$ cat config.mk
export PLATFORM = sky130hd
export DESIGN_NAME = sfm_ctrl
export DESIGN_NICKNAME = d
export VERILOG_FILES = /design/src/design/sfm_pkg.sv /design/src/design/sfm_ctrl.sv
export SDC_FILE = /design/constraint.sdc
export NUM_CORES = 1
export LEC_CHECK = 0
export ABC_AREA = 0
export ABC_CLOCK_PERIOD_IN_PS = 2800
export BUFFER_PORTS_ARGS = -buffer_cell sky130_fd_sc_hd__clkbuf_2
export CORE_MARGIN = 2
export CORE_UTILIZATION = 45
export DETAILED_ROUTE_END_ITERATION = 10
export PLACE_DENSITY = 0.73
export SYNTH_ARGS = -nofsm -noshare
export SYNTH_HDL_FRONTEND = slang
export SYNTH_SLANG_ARGS = --single-unit
$ cat constraint.sdc
create_clock -name clk -period 2.8 [get_ports clk]
set_input_delay 0.28 -clock clk [delete_from_list [all_inputs] [get_ports clk]]
set_output_delay 0.28 -clock clk [all_outputs]
set_load 0.05 [all_outputs]
$ cat src/design/sfm_pkg.sv
// shared types, constants and helpers for the spatial filter matrix mixer
// no dependencies
`default_nettype none

package sfm_pkg;

  localparam int MAX_IN_CHANNELS  = 16;
  localparam int MAX_OUT_CHANNELS = 16;

  localparam int CH_W      = 4;
  localparam int CH_NUM    = 2 ** CH_W;
  localparam int CNT_W     = 5;
  localparam int VAL_W     = 16;
  localparam int PROD_W    = 2 * VAL_W;
  localparam int ACC_W     = 36;
  localparam int COEF_FRAC = 14;

  localparam int COEF_DEPTH = MAX_IN_CHANNELS * MAX_OUT_CHANNELS;
  localparam int ADDR_W     = $clog2(COEF_DEPTH);
  localparam int OUT_IDX_W  = $clog2(MAX_OUT_CHANNELS);

  localparam int CFG_IDX_W = 1;
  localparam logic [CFG_IDX_W-1:0] CFG_IN_USED  = 1'b0;
  localparam logic [CFG_IDX_W-1:0] CFG_OUT_USED = 1'b1;

  localparam logic FUNC_COEF   = 1'b0;
  localparam logic FUNC_SAMPLE = 1'b1;

  localparam logic [CNT_W-1:0] LIM_IN =
    CNT_W'((MAX_IN_CHANNELS < CH_NUM) ? MAX_IN_CHANNELS : CH_NUM);
  localparam logic [CNT_W-1:0] LIM_OUT =
    CNT_W'((MAX_OUT_CHANNELS < CH_NUM) ? MAX_OUT_CHANNELS : CH_NUM);

  localparam logic signed [ACC_W-1:0] SAT_HI = ACC_W'((2 ** (VAL_W - 1)) - 1);
  localparam logic signed [ACC_W-1:0] SAT_LO = -ACC_W'(2 ** (VAL_W - 1));

  typedef struct packed {
    logic                    func;
    logic [CH_W-1:0]         in_channel;
    logic [CH_W-1:0]         out_channel;
    logic signed [VAL_W-1:0] value;
  } in_word_t;

  typedef struct packed {
    logic [CH_W-1:0]         result_channel;
    logic signed [VAL_W-1:0] result_value;
    logic                    last;
  } out_word_t;

  typedef struct packed {
    logic            coef_wr;
    logic            samp_ld;
    logic            rd_en;
    logic [CH_W-1:0] rd_idx;
    logic            emit_en;
    logic [CH_W-1:0] emit_idx;
    logic            emit_last;
    logic            acc_clr;
  } sfm_cmd_t;

  typedef struct packed {
    logic out_free;
  } sfm_sts_t;

  function automatic logic [CNT_W-1:0] eff_count(input logic [CNT_W-1:0] r,
                                                 input logic [CNT_W-1:0] lim);
    logic [CNT_W-1:0] c;
    if (r == '0) begin
      c = CNT_W'(1);
    end else if (r > lim) begin
      c = lim;
    end else begin
      c = r;
    end
    return c;
  endfunction

  function automatic logic [ADDR_W-1:0] coef_addr(input logic [CH_W-1:0] ich,
                                                  input logic [CH_W-1:0] och);
    return ADDR_W'(ADDR_W'(ich) * ADDR_W'(MAX_OUT_CHANNELS) + ADDR_W'(och));
  endfunction

endpackage

`default_nettype wire

$ cat src/design/sfm_ctrl.sv
// controller: configuration registers and the sequencer for load, mac and emit
// depends on sfm_pkg
`default_nettype none

module sfm_ctrl import sfm_pkg::*; (
  input  wire logic                 clk,
  input  wire logic                 rst_n,
  input  wire logic                 in_valid,
  output logic                      in_stall,
  input  wire in_word_t             in_data,
  input  wire logic                 cfg_we,
  input  wire logic [CFG_IDX_W-1:0] cfg_index,
  input  wire logic [CNT_W-1:0]     cfg_data,
  input  wire sfm_sts_t             sts,
  output sfm_cmd_t                  cmd
);

  localparam logic [1:0] ST_IDLE  = 2'd0;
  localparam logic [1:0] ST_MAC   = 2'd1;
  localparam logic [1:0] ST_DRAIN = 2'd2;
  localparam logic [1:0] ST_EMIT  = 2'd3;

  logic [1:0]       st_r, st_nxt;
  logic [CH_W-1:0]  cnt_r, cnt_nxt;
  logic             drn_r, drn_nxt;
  logic             fin_r, fin_nxt;
  logic [CNT_W-1:0] in_used_r, in_used_nxt;
  logic [CNT_W-1:0] out_used_r, out_used_nxt;

  logic [CNT_W-1:0] n_in;
  logic [CNT_W-1:0] n_out;
  logic             cnt_last;
  logic             acc_in;

  assign n_in     = eff_count(in_used_r, LIM_IN);
  assign n_out    = eff_count(out_used_r, LIM_OUT);
  assign cnt_last = ({1'b0, cnt_r} == CNT_W'(n_out - CNT_W'(1)));
  assign in_stall = (st_r != ST_IDLE);
  assign acc_in   = in_valid && !in_stall;

  always_comb begin
    in_used_nxt  = in_used_r;
    out_used_nxt = out_used_r;
    if (cfg_we) begin
      unique case (cfg_index)
        CFG_IN_USED:  in_used_nxt  = cfg_data;
        CFG_OUT_USED: out_used_nxt = cfg_data;
        default: ;
      endcase
    end
  end

  always_comb begin
    st_nxt  = st_r;
    cnt_nxt = cnt_r;
    drn_nxt = drn_r;
    fin_nxt = fin_r;
    cmd     = '0;
    unique case (st_r)
      ST_IDLE: begin
        if (acc_in) begin
          if (in_data.func == FUNC_COEF) begin
            cmd.coef_wr = (int'(in_data.in_channel) < MAX_IN_CHANNELS) &&
                          (int'(in_data.out_channel) < MAX_OUT_CHANNELS);
          end else if ({1'b0, in_data.in_channel} < n_in) begin
            cmd.samp_ld = 1'b1;
            st_nxt      = ST_MAC;
            cnt_nxt     = '0;
            fin_nxt     = ({1'b0, in_data.in_channel} == CNT_W'(n_in - CNT_W'(1)));
          end
        end
      end
      ST_MAC: begin
        cmd.rd_en  = 1'b1;
        cmd.rd_idx = cnt_r;
        if (cnt_last) begin
          st_nxt  = ST_DRAIN;
          drn_nxt = 1'b0;
        end else begin
          cnt_nxt = CH_W'(cnt_r + CH_W'(1));
        end
      end
      ST_DRAIN: begin
        drn_nxt = 1'b1;
        if (drn_r) begin
          cnt_nxt = '0;
          st_nxt  = fin_r ? ST_EMIT : ST_IDLE;
        end
      end
      ST_EMIT: begin
        if (sts.out_free) begin
          cmd.emit_en   = 1'b1;
          cmd.emit_idx  = cnt_r;
          cmd.emit_last = cnt_last;
          if (cnt_last) begin
            cmd.acc_clr = 1'b1;
            st_nxt      = ST_IDLE;
          end else begin
            cnt_nxt = CH_W'(cnt_r + CH_W'(1));
          end
        end
      end
      default: st_nxt = ST_IDLE;
    endcase
  end

  always_ff @(posedge clk) begin
    if (!rst_n) begin
      st_r       <= ST_IDLE;
      cnt_r      <= '0;
      drn_r      <= 1'b0;
      fin_r      <= 1'b0;
      in_used_r  <= CNT_W'(1);
      out_used_r <= CNT_W'(1);
    end else begin
      st_r       <= st_nxt;
      cnt_r      <= cnt_nxt;
      drn_r      <= drn_nxt;
      fin_r      <= fin_nxt;
      in_used_r  <= in_used_nxt;
      out_used_r <= out_used_nxt;
    end
  end

endmodule

`default_nettype wire

=== Yosys cells after proc, flatten, opt, wreduce, memory -nomap -nowiden ===
Index checks and enable logic that the tools add are counted.

* Shift operators: 0
* Div/mod/pow operators: 0
* $lt $le $gt $ge: 3
* Multiply operators: 0
* Bitwise operators: 1
* Reduce and logical (&&, ||, !) cells: 13
* Eq/ne operators: 12
* Add/sub/neg operators: 3
* Muxes and demuxes: 31

{| class="wikitable"
|+ Operator list
! kind !! count
|-
| 5-bit two-way mux || 5
|-
| 4-bit two-way mux || 6
|-
| 2-bit two-way mux || 10
|-
| 4-bit one-hot mux with 4 select lines || 1
|-
| 7-bit two-way mux || 2
|-
| 2-bit != test, second input constant || 7
|-
| 4-bit by 5-bit equality test with 1-bit output || 2
|-
| 5-bit greater-than comparator, second input constant || 2
|-
| 5-bit zero test || 2
|-
| 5-bit by 1-bit subtractor with 5-bit output, second input constant || 2
|-
| 2-bit one-hot mux with 4 select lines || 1
|-
| 7-bit AND reduction || 1
|-
| 2-bit AND reduction || 3
|-
| 4-bit by 5-bit < comparator with 1-bit output || 1
|-
| 1-bit two-way mux || 5
|-
| 5-bit AND reduction || 1
|-
| 4-bit by 1-bit adder with 4-bit output, second input constant || 1
|-
| 2-bit equality test, second input constant || 2
|-
| 4-bit AND reduction || 1
|-
| 2-bit nonzero test || 2
|-
| 2-bit by 1-bit equality test with 1-bit output, second input constant || 1
|-
| 2-bit zero test || 1
|-
| 1-bit one-hot mux with 2 select lines || 1
|-
| 1-bit logical AND || 1
|-
| other kinds (2) || 2
|}

* Input bits: 36
* Bits in registers: 18
* Memories kept: 0
* Memory bits (writable): 0
* Latch bits: 0
* Output and inout port bits: 15
* Logic and storage cells: 69
* Memory bits (read-only): 0

=== Logic depth before layout (Yosys ltp) ===
* Depth in word-level cells: 8
* Gate-level depth with buffers: 10
* Mapped depth without buffers: 9

=== Worst setup path after synthesis ===
No wires, ideal clock.

* Path type: reg2out
* From: register out_used_r[2]
* To: output port cmd[1] in the netlist's numbering
* Buffers on the path: 2
* Arrival: 2775 ps
* Slack: -255 ps
* Required time: 2520 ps
* Stages on the path, launching flop included: 11
* Cells stage by stage: dfxtp_1 > nor3_1 > o21ai_0 > ha_1 > o21ba_1 > a211oi_2 > o22ai_2 > or2_1 > buf_6 > nor2_1 > buf_4

{| class="wikitable"
|+ RTL lines
! element !! RTL line !! text
|-
| start, declared || sfm_ctrl.sv:28 || <nowiki>logic [CNT_W-1:0] out_used_r, out_used_nxt;</nowiki>
|-
| start signal, assigned || sfm_ctrl.sv:121 || <nowiki>out_used_r <= out_used_nxt;</nowiki>
|-
| end, declared || sfm_ctrl.sv:15 || <nowiki>output sfm_cmd_t cmd</nowiki>
|}

==> flow_metrics.env <==
export IMPL_busiest_layer="met2"
export IMPL_grt_use_met2_pct=35.31
export IMPL_gr_usage_all_layers_pct=19.50
export IMPL_final_core_util_pct=55.87
export IMPL_cpMaxStageDelayCell="dfxtp_4"
export IMPL_gr_usage_met1_pct=23.36
export IMPL_overflow=0
export IMPL_die_y_um=58.29
export IMPL_synth_edf_count=0
export IMPL_io_buffers=30
export IMPL_dp_hpwl_mm=2.393
export IMPL_cp_end_kind="output port"
export IMPL_setup_viol=0
export IMPL_drive_above_1_share_pct=23.71
export IMPL_cts_root_buf="clkbuf_4"
export IMPL_synth_distinct_cells=43
export IMPL_grtUsageMet3_pct=4.176
export IMPL_clock_sinks=18
export IMPL_synth_warnings=0
export IMPL_worstMarginPinSlew_ns=0.5320
export IMPL_synth_async_reset_ratio_pct=0
export IMPL_status="finished, final reports clean"
export IMPL_min_period_over_period_pct=94.22
export IMPL_place_ws_ns=0.2906
export IMPL_synthToLayoutAreaGrowth_pct=17.17
export IMPL_maxCapViolCount=0
export IMPL_drc=0
export IMPL_cts_buffers=3
export IMPL_nNetsFinal=238
export IMPL_fin_setup_tns_ns=0
export IMPL_slew_headroom_pct=64.46
export IMPL_core_mm2=0.002781
export IMPL_final_cell_area_mm2=0.001554
export IMPL_avgSynthCellArea_um2=7.894
export IMPL_r2r_end="st_r[0]"
export IMPL_grt_max_degree=30
export IMPL_diodes=0
export IMPL_leakagePower_nw=0.6480
export IMPL_die_area_mm2=0.003398
export IMPL_syn_num_nets=211
export IMPL_die_w_um=58.29
export IMPL_io_pins=51
export IMPL_rrSetupSlack_ns=0.57
export IMPL_critPathLaunchType="register"
export IMPL_max_freq_mhz=379.1
export IMPL_final_cell_mix="clkbuf_2 (28), nand2_1 (18), dfxtp_1 (16)"
export IMPL_final_common_cell="clkbuf_2"
export IMPL_rsz0062_at_grt="false"
export IMPL_crit_end="cmd[0]"
export IMPL_holdWs_ns=0.2285
export IMPL_setup_slack_ns=0.1619
export IMPL_worst_setup_path_type="reg2out"
export IMPL_cp_cell_sequence="nor3_4, o21ai_0, ha_2, o21ba_1, a211oi_2, o22ai_4, or2_1, nor2_2, buf_6"
export IMPL_post_place_cells=220
export IMPL_cts_tree="built"
export IMPL_grt_pass1_vias=1224
export IMPL_grt_antenna_before_repair=0
export IMPL_cp_max_fo=7
export IMPL_fin_cells=225
export IMPL_crit_start="out_used_r[2]"
export IMPL_r2r_start="out_used_r[2]"
export IMPL_vias=1312
export IMPL_firstDrtPassIters=4
export IMPL_wl_per_cell_um=13.92
export IMPL_clock_path_buffers=2
export IMPL_finalPower_mw=0.7502
export IMPL_slew_viol_final=0
export IMPL_cellPowerDensity_mw_per_mm2=482.8
export IMPL_worst_r2r_cell_count=9
export IMPL_rows=19
export IMPL_synth_top_flop_cell="dfxtp_1"
export IMPL_htree_num_levels=1
export IMPL_arrival_ns=2.36
export IMPL_grt_first_pass_wirelength_mm=5.237
export IMPL_start_util_pct=47.68
export IMPL_drtAntennaViolNets=0
export IMPL_syn_instance_count=168
export IMPL_fin_skew_ns=0.007545
export IMPL_post_route_min_period_ns=2.638
export IMPL_fillers=266
export IMPL_max_stage_delay_ns=0.39
export IMPL_ys_ff_latch=18
export IMPL_netlist_area_mm2=0.001326
export IMPL_gp_congestion=0.8470
export IMPL_vias_per_cell=5.831
export IMPL_ys_seq_area_share_pct=27.17
export IMPL_min_path_type="in2reg"
export IMPL_postPlaceCellArea_mm2=0.001471
export IMPL_critPathRequiredTime_ns=2.52
export IMPL_drt_initial_drc_count=60
export IMPL_hold_viol=0
export IMPL_clk_latency_ns=0.30
export IMPL_routed_wl_mm=3.132
export IMPL_clk_pin_slew_ns=0.10
export IMPL_vdd_ir_drop_max_mv=0.3960
-- synthesized netlist by cell type, types with 2 or more instances --
master     number  area share (%)
nor3_1          6             2.3
a21o_1          2             1.1
nand2b_1        5             2.4
a21oi_1         5             1.9
dfxtp_1        18              27
o211ai_1        6             3.4
nor2b_1         5             2.4
o31ai_1         5             2.8
xnor2_1         5             3.3
inv_1           8             2.3
nand2_1        18             5.1
a21boi_0        5             2.8
buf_6           2             1.7
mux2i_1         5             3.8
o31a_1          2             1.3
ha_1            7             6.6
nor2_1          9             2.5
and3_1          4             1.9
o21ai_0         4             1.5
clkbuf_1        7             2.0
o221ai_1        3             2.0
and2_1          2            0.94
nand3_1        12             4.5
a31oi_1         2            0.94
o2111ai_1       3             2.0
-- cells by family (layout without fill, tap and decap cells) --
kind of cell / after synthesis / after routing / synth area share, %
AOI/OAI and AO/OA: 44 / 44 / 25.19
muxes: 5 / 5 / 3.774
xor gates and xnor gates: 6 / 6 / 3.962
buffers and inverters: 20 / 46 / 7.170
and+or+nand+nor: 68 / 68 / 26.13
adders and majority gates: 7 / 7 / 6.603
DFF: 18 / 18 / 27.17
-- metal layers --
layer  up-vias  part of all wire, %
li1        666                    -
met1       617                   43
met2        25                   52
met3         4                  3.8
met4         0                  1.1
met5         -                    0
-- critical path, delay by kind of cell (launching register included) --
kind / cells / cell delay, ns
AO/OA/AOI/OAI: 4 / 0.66
flip-flops: 1 / 0.39
AND/OR/NAND/NOR: 3 / 0.62
adder cells (fa/ha/maj): 1 / 0.22
buffers and inverters: 1 / 0.18
-- area by class of cell --
cell class | instances | area, um2 | share of cell area, %
Timing Repair Buffer | 33 | 185.2 | 11.92
Inverter | 9 | 33.78 | 2.174
Clock buffer | 4 | 36.28 | 2.335
Sequential cell | 18 | 365.4 | 23.51
Multi-Input combinational cell | 130 | 894.6 | 57.57
Tap cell | 31 | 38.79 | 2.496
-- timing repair --
action	CTS	global route
buffers inserted	0	1
endpoints found under the setup margin	2	2
hold buffers	0	0
gates resized for setup	2	11
pin swaps	0	4
-- worst min-delay path by stage --
stage | startpoint | endpoint | depth (start not counted)
6_report | cfg_data[0] | in_used_r[0] | 3
5_1_grt | cfg_data[0] | in_used_r[0] | 3
4_1_cts | cfg_data[0] | in_used_r[0] | 3
3_5_place_dp | drn_r | drn_r | 2
3_3_place_gp | drn_r | drn_r | 2
2_1_floorplan | cfg_data[0] | in_used_r[0] | 2
-- flip-flops by register name (all words and copies together) (netlist names) --
signal and cells:
fin_r 1, st_r 2, in_used_r 5, cnt_r 4, drn_r 1, out_used_r 5
-- power by group --
group / switching, mW / internal (mW)
Sequential: 0.0355 / 0.273
Combinational: 0.180 / 0.0997
Clock: 0.0824 / 0.0792
Total: 0.298 / 0.452
Note: power is estimated with default switching activity, not from simulation.
